$ cat src/rtl/sfd_pkg.sv
// Shared types, constants and check function for the serial frame deframer.
`timescale 1ns / 1ps
package sfd_pkg;

  localparam int unsigned BYTE_W   = 8;
  localparam int unsigned SPEED_W  = 16;
  localparam int unsigned STATUS_W = 2;
  localparam int unsigned CFG_IDX_W = 2;

  localparam logic [BYTE_W-1:0] CHECK_POLY    = 8'h8C;
  localparam logic [BYTE_W-1:0] SYNC_RESET    = 8'hAA;
  localparam logic [BYTE_W-1:0] LENGTH_RESET  = 8'h08;
  localparam logic [BYTE_W-1:0] TARGETS_RESET = 8'h01;
  localparam logic [BYTE_W-1:0] CHECK_RESET   = 8'h00;

  typedef logic [STATUS_W-1:0] status_t;
  localparam status_t ST_OK      = 2'd0;
  localparam status_t ST_CRC_ERR = 2'd1;
  localparam status_t ST_UNKNOWN = 2'd2;

  typedef logic [CFG_IDX_W-1:0] cfg_idx_t;
  localparam cfg_idx_t REG_SYNC    = 2'd0;
  localparam cfg_idx_t REG_LENGTH  = 2'd1;
  localparam cfg_idx_t REG_TARGETS = 2'd2;

  typedef logic [2:0] pos_t;
  localparam pos_t POS_SYNC   = 3'd0;
  localparam pos_t POS_LEN    = 3'd1;
  localparam pos_t POS_ID     = 3'd2;
  localparam pos_t POS_L_LO   = 3'd3;
  localparam pos_t POS_L_HI   = 3'd4;
  localparam pos_t POS_R_LO   = 3'd5;
  localparam pos_t POS_R_HI   = 3'd6;
  localparam pos_t POS_CHECK  = 3'd7;

  // Reflected CRC-8 update, one byte, LSB first.
  function automatic logic [BYTE_W-1:0] crc_update(input logic [BYTE_W-1:0] acc_in,
                                                   input logic [BYTE_W-1:0] data);
    logic [BYTE_W-1:0] acc;
    logic [BYTE_W-1:0] d;
    acc = acc_in;
    d   = data;
    for (int i = 0; i < BYTE_W; i++) begin
      if ((acc[0] ^ d[0]) == 1'b1) begin
        acc = (acc >> 1) ^ CHECK_POLY;
      end else begin
        acc = acc >> 1;
      end
      d = d >> 1;
    end
    return acc;
  endfunction

endpackage

$ cat src/rtl/serial_frame_deframer_crc8.sv
// Top level: byte-stream frame parser with CRC-8 check and result register.
// A result is registered in the result register once the check byte has passed the input register.
// Throughput: one byte request per cycle; the input register and the result register
// decouple the two sides, so a waiting result holds back only the next check byte.
// Reset (rst, synchronous, active high): parser waits for sync, check cleared,
// registers return to sync 0xAA, length 0x08, target count 1; no result pending.
`timescale 1ns / 1ps
module serial_frame_deframer_crc8 (
  input  logic                          clk,
  input  logic                          rst,
  input  logic                          cfg_we,
  input  sfd_pkg::cfg_idx_t             cfg_index,
  input  logic [sfd_pkg::BYTE_W-1:0]    cfg_data,
  input  logic                          in_valid,
  output logic                          in_stall,
  input  logic [sfd_pkg::BYTE_W-1:0]    rx_byte,
  output logic                          out_valid,
  input  logic                          out_stall,
  output sfd_pkg::status_t              status,
  output logic [sfd_pkg::BYTE_W-1:0]    target_id,
  output logic signed [sfd_pkg::SPEED_W-1:0] left_speed,
  output logic signed [sfd_pkg::SPEED_W-1:0] right_speed,
  output logic [sfd_pkg::BYTE_W-1:0]    received_check,
  output logic [sfd_pkg::BYTE_W-1:0]    computed_check
);
  import sfd_pkg::*;

  logic [BYTE_W-1:0] sync_byte;
  logic [BYTE_W-1:0] length_byte;
  logic [BYTE_W-1:0] target_count;

  logic              byte_valid;
  logic [BYTE_W-1:0] byte_q;

  pos_t              pos;
  pos_t              pos_next;
  logic [BYTE_W-1:0] crc;
  logic [BYTE_W-1:0] crc_next;
  logic [BYTE_W-1:0] crc_base;
  logic [BYTE_W-1:0] crc_upd;

  logic [BYTE_W-1:0] id_b;
  logic [BYTE_W-1:0] l_lo;
  logic [BYTE_W-1:0] l_hi;
  logic [BYTE_W-1:0] r_lo;
  logic [BYTE_W-1:0] r_hi;

  logic              fire;
  logic              emit;
  status_t           status_next;

  // only the check byte needs room in the result register
  assign fire     = byte_valid && ((pos != POS_CHECK) || !out_valid || !out_stall);
  assign in_stall = byte_valid && !fire;
  assign emit     = fire && (pos == POS_CHECK);

  // Config registers
  always_ff @(posedge clk) begin
    if (rst) begin
      sync_byte    <= SYNC_RESET;
      length_byte  <= LENGTH_RESET;
      target_count <= TARGETS_RESET;
    end else if (cfg_we) begin
      unique case (cfg_index)
        REG_SYNC:    sync_byte    <= cfg_data;
        REG_LENGTH:  length_byte  <= cfg_data;
        REG_TARGETS: target_count <= cfg_data;
        default:     ;
      endcase
    end
  end

  // Input register
  always_ff @(posedge clk) begin
    if (rst) begin
      byte_valid <= 1'b0;
    end else if (!in_stall) begin
      byte_valid <= in_valid;
    end
  end

  always_ff @(posedge clk) begin
    if (!in_stall && in_valid) begin
      byte_q <= rx_byte;
    end
  end

  // Parser step
  always_comb begin
    crc_base = crc;
    if (pos == POS_SYNC || (pos == POS_LEN && byte_q != length_byte)) begin
      crc_base = CHECK_RESET;
    end
  end

  assign crc_upd = crc_update(crc_base, byte_q);

  always_comb begin
    pos_next = pos;
    crc_next = crc;
    case (pos)
      POS_SYNC: begin
        if (byte_q == sync_byte) begin
          pos_next = POS_LEN;
          crc_next = crc_upd;
        end
      end
      POS_LEN: begin
        if (byte_q == length_byte) begin
          pos_next = POS_ID;
          crc_next = crc_upd;
        end else if (byte_q == sync_byte) begin
          pos_next = POS_LEN;
          crc_next = crc_upd;
        end else begin
          pos_next = POS_SYNC;
          crc_next = CHECK_RESET;
        end
      end
      POS_CHECK: begin
        pos_next = POS_SYNC;
        crc_next = CHECK_RESET;
      end
      default: begin
        pos_next = pos + 3'd1;
        crc_next = crc_upd;
      end
    endcase
  end

  always_comb begin
    if (crc != byte_q) begin
      status_next = ST_CRC_ERR;
    end else if (id_b < target_count) begin
      status_next = ST_OK;
    end else begin
      status_next = ST_UNKNOWN;
    end
  end

  always_ff @(posedge clk) begin
    if (rst) begin
      pos <= POS_SYNC;
      crc <= CHECK_RESET;
    end else if (fire) begin
      pos <= pos_next;
      crc <= crc_next;
    end
  end

  always_ff @(posedge clk) begin
    if (fire) begin
      unique case (pos)
        POS_ID:   id_b <= byte_q;
        POS_L_LO: l_lo <= byte_q;
        POS_L_HI: l_hi <= byte_q;
        POS_R_LO: r_lo <= byte_q;
        POS_R_HI: r_hi <= byte_q;
        default:  ;
      endcase
    end
  end

  // Result register
  always_ff @(posedge clk) begin
    if (rst) begin
      out_valid <= 1'b0;
    end else if (emit) begin
      out_valid <= 1'b1;
    end else if (!out_stall) begin
      out_valid <= 1'b0;
    end
  end

  always_ff @(posedge clk) begin
    if (emit) begin
      status         <= status_next;
      target_id      <= id_b;
      left_speed     <= signed'({l_hi, l_lo});
      right_speed    <= signed'({r_hi, r_lo});
      received_check <= byte_q;
      computed_check <= crc;
    end
  end

endmodule

$ cat config.mk
export PLATFORM = sky130hd
export DESIGN_NAME = serial_frame_deframer_crc8
export DESIGN_NICKNAME = d
export VERILOG_FILES = /design/src/rtl/sfd_pkg.sv /design/src/rtl/serial_frame_deframer_crc8.sv
export SDC_FILE = /design/constraint.sdc
export NUM_CORES = 1
export LEC_CHECK = 0
export ABC_CLOCK_PERIOD_IN_PS = 3500
export BUFFER_PORTS_ARGS = -buffer_cell sky130_fd_sc_hd__buf_2
export CAP_MARGIN = 0
export CORE_ASPECT_RATIO = 1.4
export CORE_MARGIN = 1
export CORE_UTILIZATION = 56
export DETAILED_ROUTE_END_ITERATION = 10
export PLACE_DENSITY = 0.79
export SKIP_LAST_GASP = 1
export SLEW_MARGIN = 0
export SYNTH_ARGS = -nofsm -noshare
export SYNTH_HDL_FRONTEND = slang
export SYNTH_SLANG_ARGS = --single-unit
$ cat constraint.sdc
create_clock -name clk -period 3.5 [get_ports clk]
set_input_delay 0.875 -clock clk [delete_from_list [all_inputs] [get_ports clk]]
set_output_delay 0.875 -clock clk [all_outputs]
set_load 0.005 [all_outputs]
# [Yosys cells after proc, flatten, opt, wreduce, memory -nomap -nowiden]
# Index checks and enable logic that the tools add are counted.
[op_classes] n_addsub=1 n_reduce_logical=23 magnitude_cmp=1 mux=20 bitwise_logic=16 eq_ne=16
[ops] cell="$mux W8" count=12
[ops] cell="$not A2 Y3" count=8
[ops] cell="$pmux W8 S3" count=1
[ops] cell="$reduce_and A2 Y1" count=9
[ops] cell="$eq A8 B8 Y1" count=2
[ops] cell="$ne A8 B8 Y1" count=2
[ops] cell="$eq A3 B3 Y1 const B" count=4
[ops] cell="$pmux W3 S3" count=1
[ops] cell="$lt A8 B8 Y1" count=1
[ops] cell="$xor A1 B1 Y1" count=8
[ops] cell="$eq A3 B2 Y1 const B" count=2
[ops] cell="$logic_and A1 B1 Y1" count=5
[ops] cell="$logic_not A1 Y1" count=4
[ops] cell="$mux W2" count=2
[ops] cell="$ne A2 B1 Y1 const B" count=2
[ops] cell="$add A3 B1 Y3 const B" count=1
[ops] cell="$eq A3 B1 Y1 const B" count=1
[ops] cell="$logic_not A3 Y1" count=1
[ops] cell="$logic_or A1 B1 Y1" count=3
[ops] cell="$mux W1" count=3
[ops] cell="$mux W3" count=1
[ops] cell="$ne A3 B3 Y1 const B" count=1
[ops] cell="$eq A2 B1 Y1 const B" count=1
[ops] cell="$eq A2 B2 Y1 const B" count=1
[ops] cell="$logic_not A2 Y1" count=1
[totals] wordCells=96 inputBits=23 output_inout_bits=60 regBits=143

# [Longest topological paths before layout]
[depth] depth_word=23 ltp_mapped=8 mapped_depth_nobuf=8

# [Worst setup path after synthesis]
# Ideal clock, no wire load.
[synth_path] path_type="in2reg" startpoint="input port out_stall" endpoint="register computed_check[0] (netlist bit), enable pin" required_ns=3.078 setup_ns=0.422 path_slack_ns=0.693 n_path_buf=0 cell_stages=2 arrival_time_ns=2.385 cell_sequence="nand2_1 > and3_1"
[synth_via] elab_chain_cells=4
[synth_rtl] item="start: declaration" line="serial_frame_deframer_crc8.sv:18" rtl="input logic out_stall,"
[synth_rtl] item="$logic_not A1 Y1"
[synth_rtl] item="$logic_or A1 B1 Y1" line="serial_frame_deframer_crc8.sv:53" rtl="assign fire = byte_valid && ((pos != POS_CHECK) || !out_valid || !out_stall);"
[synth_rtl] item="$logic_and A1 B1 Y1" line="serial_frame_deframer_crc8.sv:53"
[synth_rtl] item="$logic_and A1 B1 Y1" line="serial_frame_deframer_crc8.sv:55" rtl="assign emit = fire && (pos == POS_CHECK);"
[synth_rtl] item="via emit" line="serial_frame_deframer_crc8.sv:49" rtl="logic emit;"
[synth_rtl] item="end signal: assignment" line="serial_frame_deframer_crc8.sv:182" rtl="computed_check <= crc;"
[synth_rtl] item="end: declaration" line="serial_frame_deframer_crc8.sv:24" rtl="output logic [sfd_pkg::BYTE_W-1:0] computed_check"
# The timed path passes the listed nets, and every way through them passes these cells.
# A chain may end at the register's enable or synchronous reset.

# [Worst setup path after layout]
[layout_path] startpoint="register pos[0]" endpoint="output port in_stall"
[layout_via] elab_chain_cells=6
[layout_rtl] item="start: declaration" line="serial_frame_deframer_crc8.sv:35" rtl="pos_t pos;"
[layout_rtl] item="start signal: assignment" line="serial_frame_deframer_crc8.sv:146" rtl="pos <= pos_next;"
[layout_rtl] item="$ne A3 B3 Y1" line="serial_frame_deframer_crc8.sv:53"
[layout_rtl] item="$logic_or A1 B1 Y1 (2 in series)" line="serial_frame_deframer_crc8.sv:53"
[layout_rtl] item="$logic_and A1 B1 Y1" line="serial_frame_deframer_crc8.sv:53"
[layout_rtl] item="$logic_not A1 Y1" line="serial_frame_deframer_crc8.sv:54" rtl="assign in_stall = byte_valid && !fire;"
[layout_rtl] item="$logic_and A1 B1 Y1" line="serial_frame_deframer_crc8.sv:54"
[layout_rtl] item="end: declaration" line="serial_frame_deframer_crc8.sv:15" rtl="output logic in_stall,"
# No other way between the ends.

==> impl_metrics.env <==
export IMPL_status="finished clean"
export IMPL_syn_area_per_cell_um2=14.9
export IMPL_die_h_um=121
export IMPL_cts_resized=0
export IMPL_io_pins=83
export IMPL_ys_ff_latch=143
export IMPL_r2r_cells=6
export IMPL_synth_yosys_warnings=0
export IMPL_place_area_mm2=0.00616
export IMPL_crit_required_ns=2.62
export IMPL_fmax_mhz=395
export IMPL_worstSetupPathType="flop to output pin"
export IMPL_grt_start_max_net_pins=59
export IMPL_viasPerCell=5.28
export IMPL_gp_congestion=0.893
export IMPL_worst_pin_slew_ns=0.757
export IMPL_synth_edf_count=106
export IMPL_dp_cells=582
export IMPL_reg2reg_from="byte_q[0]$_DFFE_PP_"
export IMPL_fin_ws_ns=0.969
export IMPL_syn_area_mm2=0.00567
export IMPL_start_kind="flop"
export IMPL_drc_errors=0
export IMPL_globalRouteTotalUtil=0.224
export IMPL_synth_compound_area_frac=0.0569
export IMPL_ir_worst_vdd_uv=366
export IMPL_grt_setup_unrepaired="no"
export IMPL_path_clk_slew_ns=0.06
export IMPL_synthDominantCellAreaShare=0.561
export IMPL_most_common_layout_cells="edfxtp_1, buf_2, dfxtp_1, nor2_1, xnor2_1"
export IMPL_fp_dieArea_mm2=0.0105
export IMPL_synth_top_family_by_area="XOR/XNOR gates"
export IMPL_synthCells=380
export IMPL_yosys_area_share_simple=0.0680
export IMPL_powerDensity_mw_per_mm2=554
export IMPL_drt_iter0_markers=169
export IMPL_synthArstFlopShare=0
export IMPL_startpoint="pos[0]$_SDFFE_PP0P_"
export IMPL_post_cts_setup_buffers=0
export IMPL_place_ws_ns=1.25
export IMPL_tns_ns=0
export IMPL_synth_fp_nets=416
export IMPL_hpwlAfterDp_mm=7.35
export IMPL_hp_class="flop to flop"
export IMPL_final_setup_skew_ns=0.00749
export IMPL_critPathMaxFanout=4
export IMPL_crit_path_end="in_stall"
export IMPL_cts_root_buffer="clkbuf_16"
export IMPL_synth_fa_ha_area_frac=0.0287
export IMPL_stdcell_count=613
export IMPL_holdWs_ns=0.415
export IMPL_slew_violations=0
export IMPL_coreArea_mm2=0.00990
export IMPL_worst_slew_margin_rel=0.495
export IMPL_critPathCaptureType="output pin"
export IMPL_reg2reg_slack_ns=1.20
export IMPL_antenna_cells=0
export IMPL_cts_htree_levels=4
export IMPL_routedWlPerCell_um=17.3
export IMPL_total_leakage_power_nw=2.52
export IMPL_clockBufferDepth=2
export IMPL_synth_cell_types=45
export IMPL_layout_min_cycle_time_ns=2.53
export IMPL_crit_arrival_ns=1.66
export IMPL_final_common_cell="edfxtp_1"
export IMPL_grt_pass1_vias=3353
export IMPL_setup_viol=0
export IMPL_port_buffer_count=82
export IMPL_dr_pass1_iters=5
export IMPL_min_period_over_period=0.723
export IMPL_synth_seq_area_share=0.692
export IMPL_nNetsFinal=502
export IMPL_wl_mm=10.6
export IMPL_synth_xor_xnor_area_share=0.0933
export IMPL_clk_latency_ns=0.42
export IMPL_synth_mux_area_fraction=0.0300
export IMPL_antenna_left=0
export IMPL_grt_overflow_total=0
export IMPL_row_count=43
export IMPL_final_area_mm2=0.00671
export IMPL_synth_area_leader_cell="edfxtp_1"
export IMPL_worst_r2r_endpoint="crc[1]$_SDFFE_PP0P_"
export IMPL_numClockSinks=143
export IMPL_vias=3234
export IMPL_drive_above_1_share=0.266
export IMPL_dieWidth_um=87.0
export IMPL_grt_pass1_wl_mm=16.7
export IMPL_cts_tree="built"
export IMPL_antenna_found_initial=0
export IMPL_ys_flop_type="edfxtp_1"
export IMPL_syn_to_final_growth_pct=18.3
export IMPL_max_cap_violations=0
export IMPL_cts_buffers=17
export IMPL_synth_area_leaders="edfxtp_1, dfxtp_1, xnor2_1"
export IMPL_hold_buffers=0
export IMPL_start_util=0.573
export IMPL_finalHoldViolations=0
## critical path: stages (launching register included)
cell and delay [ns]:
dfxtp_1 0.38, ha_1 0.23, ha_1 0.22, nand2_1 0.09, nor2_1 0.17, buf_2 0.14
## state kept, by name (all words and copies together) (netlist names)
| signal | flops |
|---|---|
| byte_q | 8 |
| byte_valid | 1 |
| computed_check | 8 |
| crc | 8 |
| id_b | 8 |
| l_hi | 8 |
| l_lo | 8 |
| left_speed | 16 |
| length_byte | 8 |
| out_valid | 1 |
| pos | 3 |
| r_hi | 8 |
| r_lo | 8 |
| received_check | 8 |
| right_speed | 16 |
| status | 2 |
| sync_byte | 8 |
| target_count | 8 |
| target_id | 8 |
## synth_stat cells (4+ instances only)
cell type and instances:
inv_1 17, o32ai_1 4, a211oi_1 4, clkbuf_1 9, buf_6 5, xnor2_1 25
dfxtp_1 37, ha_1 13, edfxtp_1 106, a21oi_1 8, xnor2_2 4, nor2b_1 8
nor2_1 29, nand2_1 11, nand3_1 5, a211o_1 6, mux2i_1 17, o221ai_1 4
xor2_1 23, and3_1 6
## cell families after synthesis
kind of cell	after synthesis
flip-flops	143
multiplexers	17
AO/OA/AOI/OAI	42
buffers and inverters	35
adder cells (fa/ha/maj)	13
XOR/XNOR	54
AND/OR/NAND/NOR	76
## per-stage QoR
stage           util  power, W
2_1_floorplan      -   0.00204
3_3_place_gp   0.622   0.00209
3_5_place_dp   0.622   0.00209
4_1_cts        0.677   0.00374
5_1_grt        0.677   0.00383
6_report       0.677   0.00372
## layout make-up
cell class,instances,area [um2]
Sequential cell,143,3920
Inverter,17,63.8
Timing Repair Buffer,85,433
Fill cell,700,3190
Clock buffer,19,433
Clock inverter,12,113
Tap cell,135,169
Multi-Input combinational cell,202,1570
## power by group
part / switching (W) / internal (W)
clock network: 0.000681 / 0.000977
registers: 0.0000440 / 0.00183
logic: 0.0000946 / 0.0000846
## layer usage
layer	up-vias	part of all wire	track usage
met2	124	0.53	0.390
met5	-	0	0
li1	1546	-	-
met1	1541	0.39	0.231
met4	0	0.028	0.125
met3	23	0.049	0.0776
## worst min-delay path by stage
stage | from | endpoint | slack [ns] | cells after the start
final | l_hi[3]$_DFFE_PP_ | left_speed[11]$_DFFE_PP_ | 0.42 | 0
after global routing | r_lo[5]$_DFFE_PP_ | right_speed[5]$_DFFE_PP_ | 0.42 | 0
after CTS | l_hi[3]$_DFFE_PP_ | left_speed[11]$_DFFE_PP_ | 0.42 | 0
after detailed placement | l_hi[3]$_DFFE_PP_ | left_speed[11]$_DFFE_PP_ | 0.40 | 0
after global placement | r_lo[3]$_DFFE_PP_ | right_speed[3]$_DFFE_PP_ | 0.40 | 0
after floorplan | l_lo[0]$_DFFE_PP_ | left_speed[0]$_DFFE_PP_ | 0.40 | 0
Note: power is estimated with default switching activity, not from simulation.
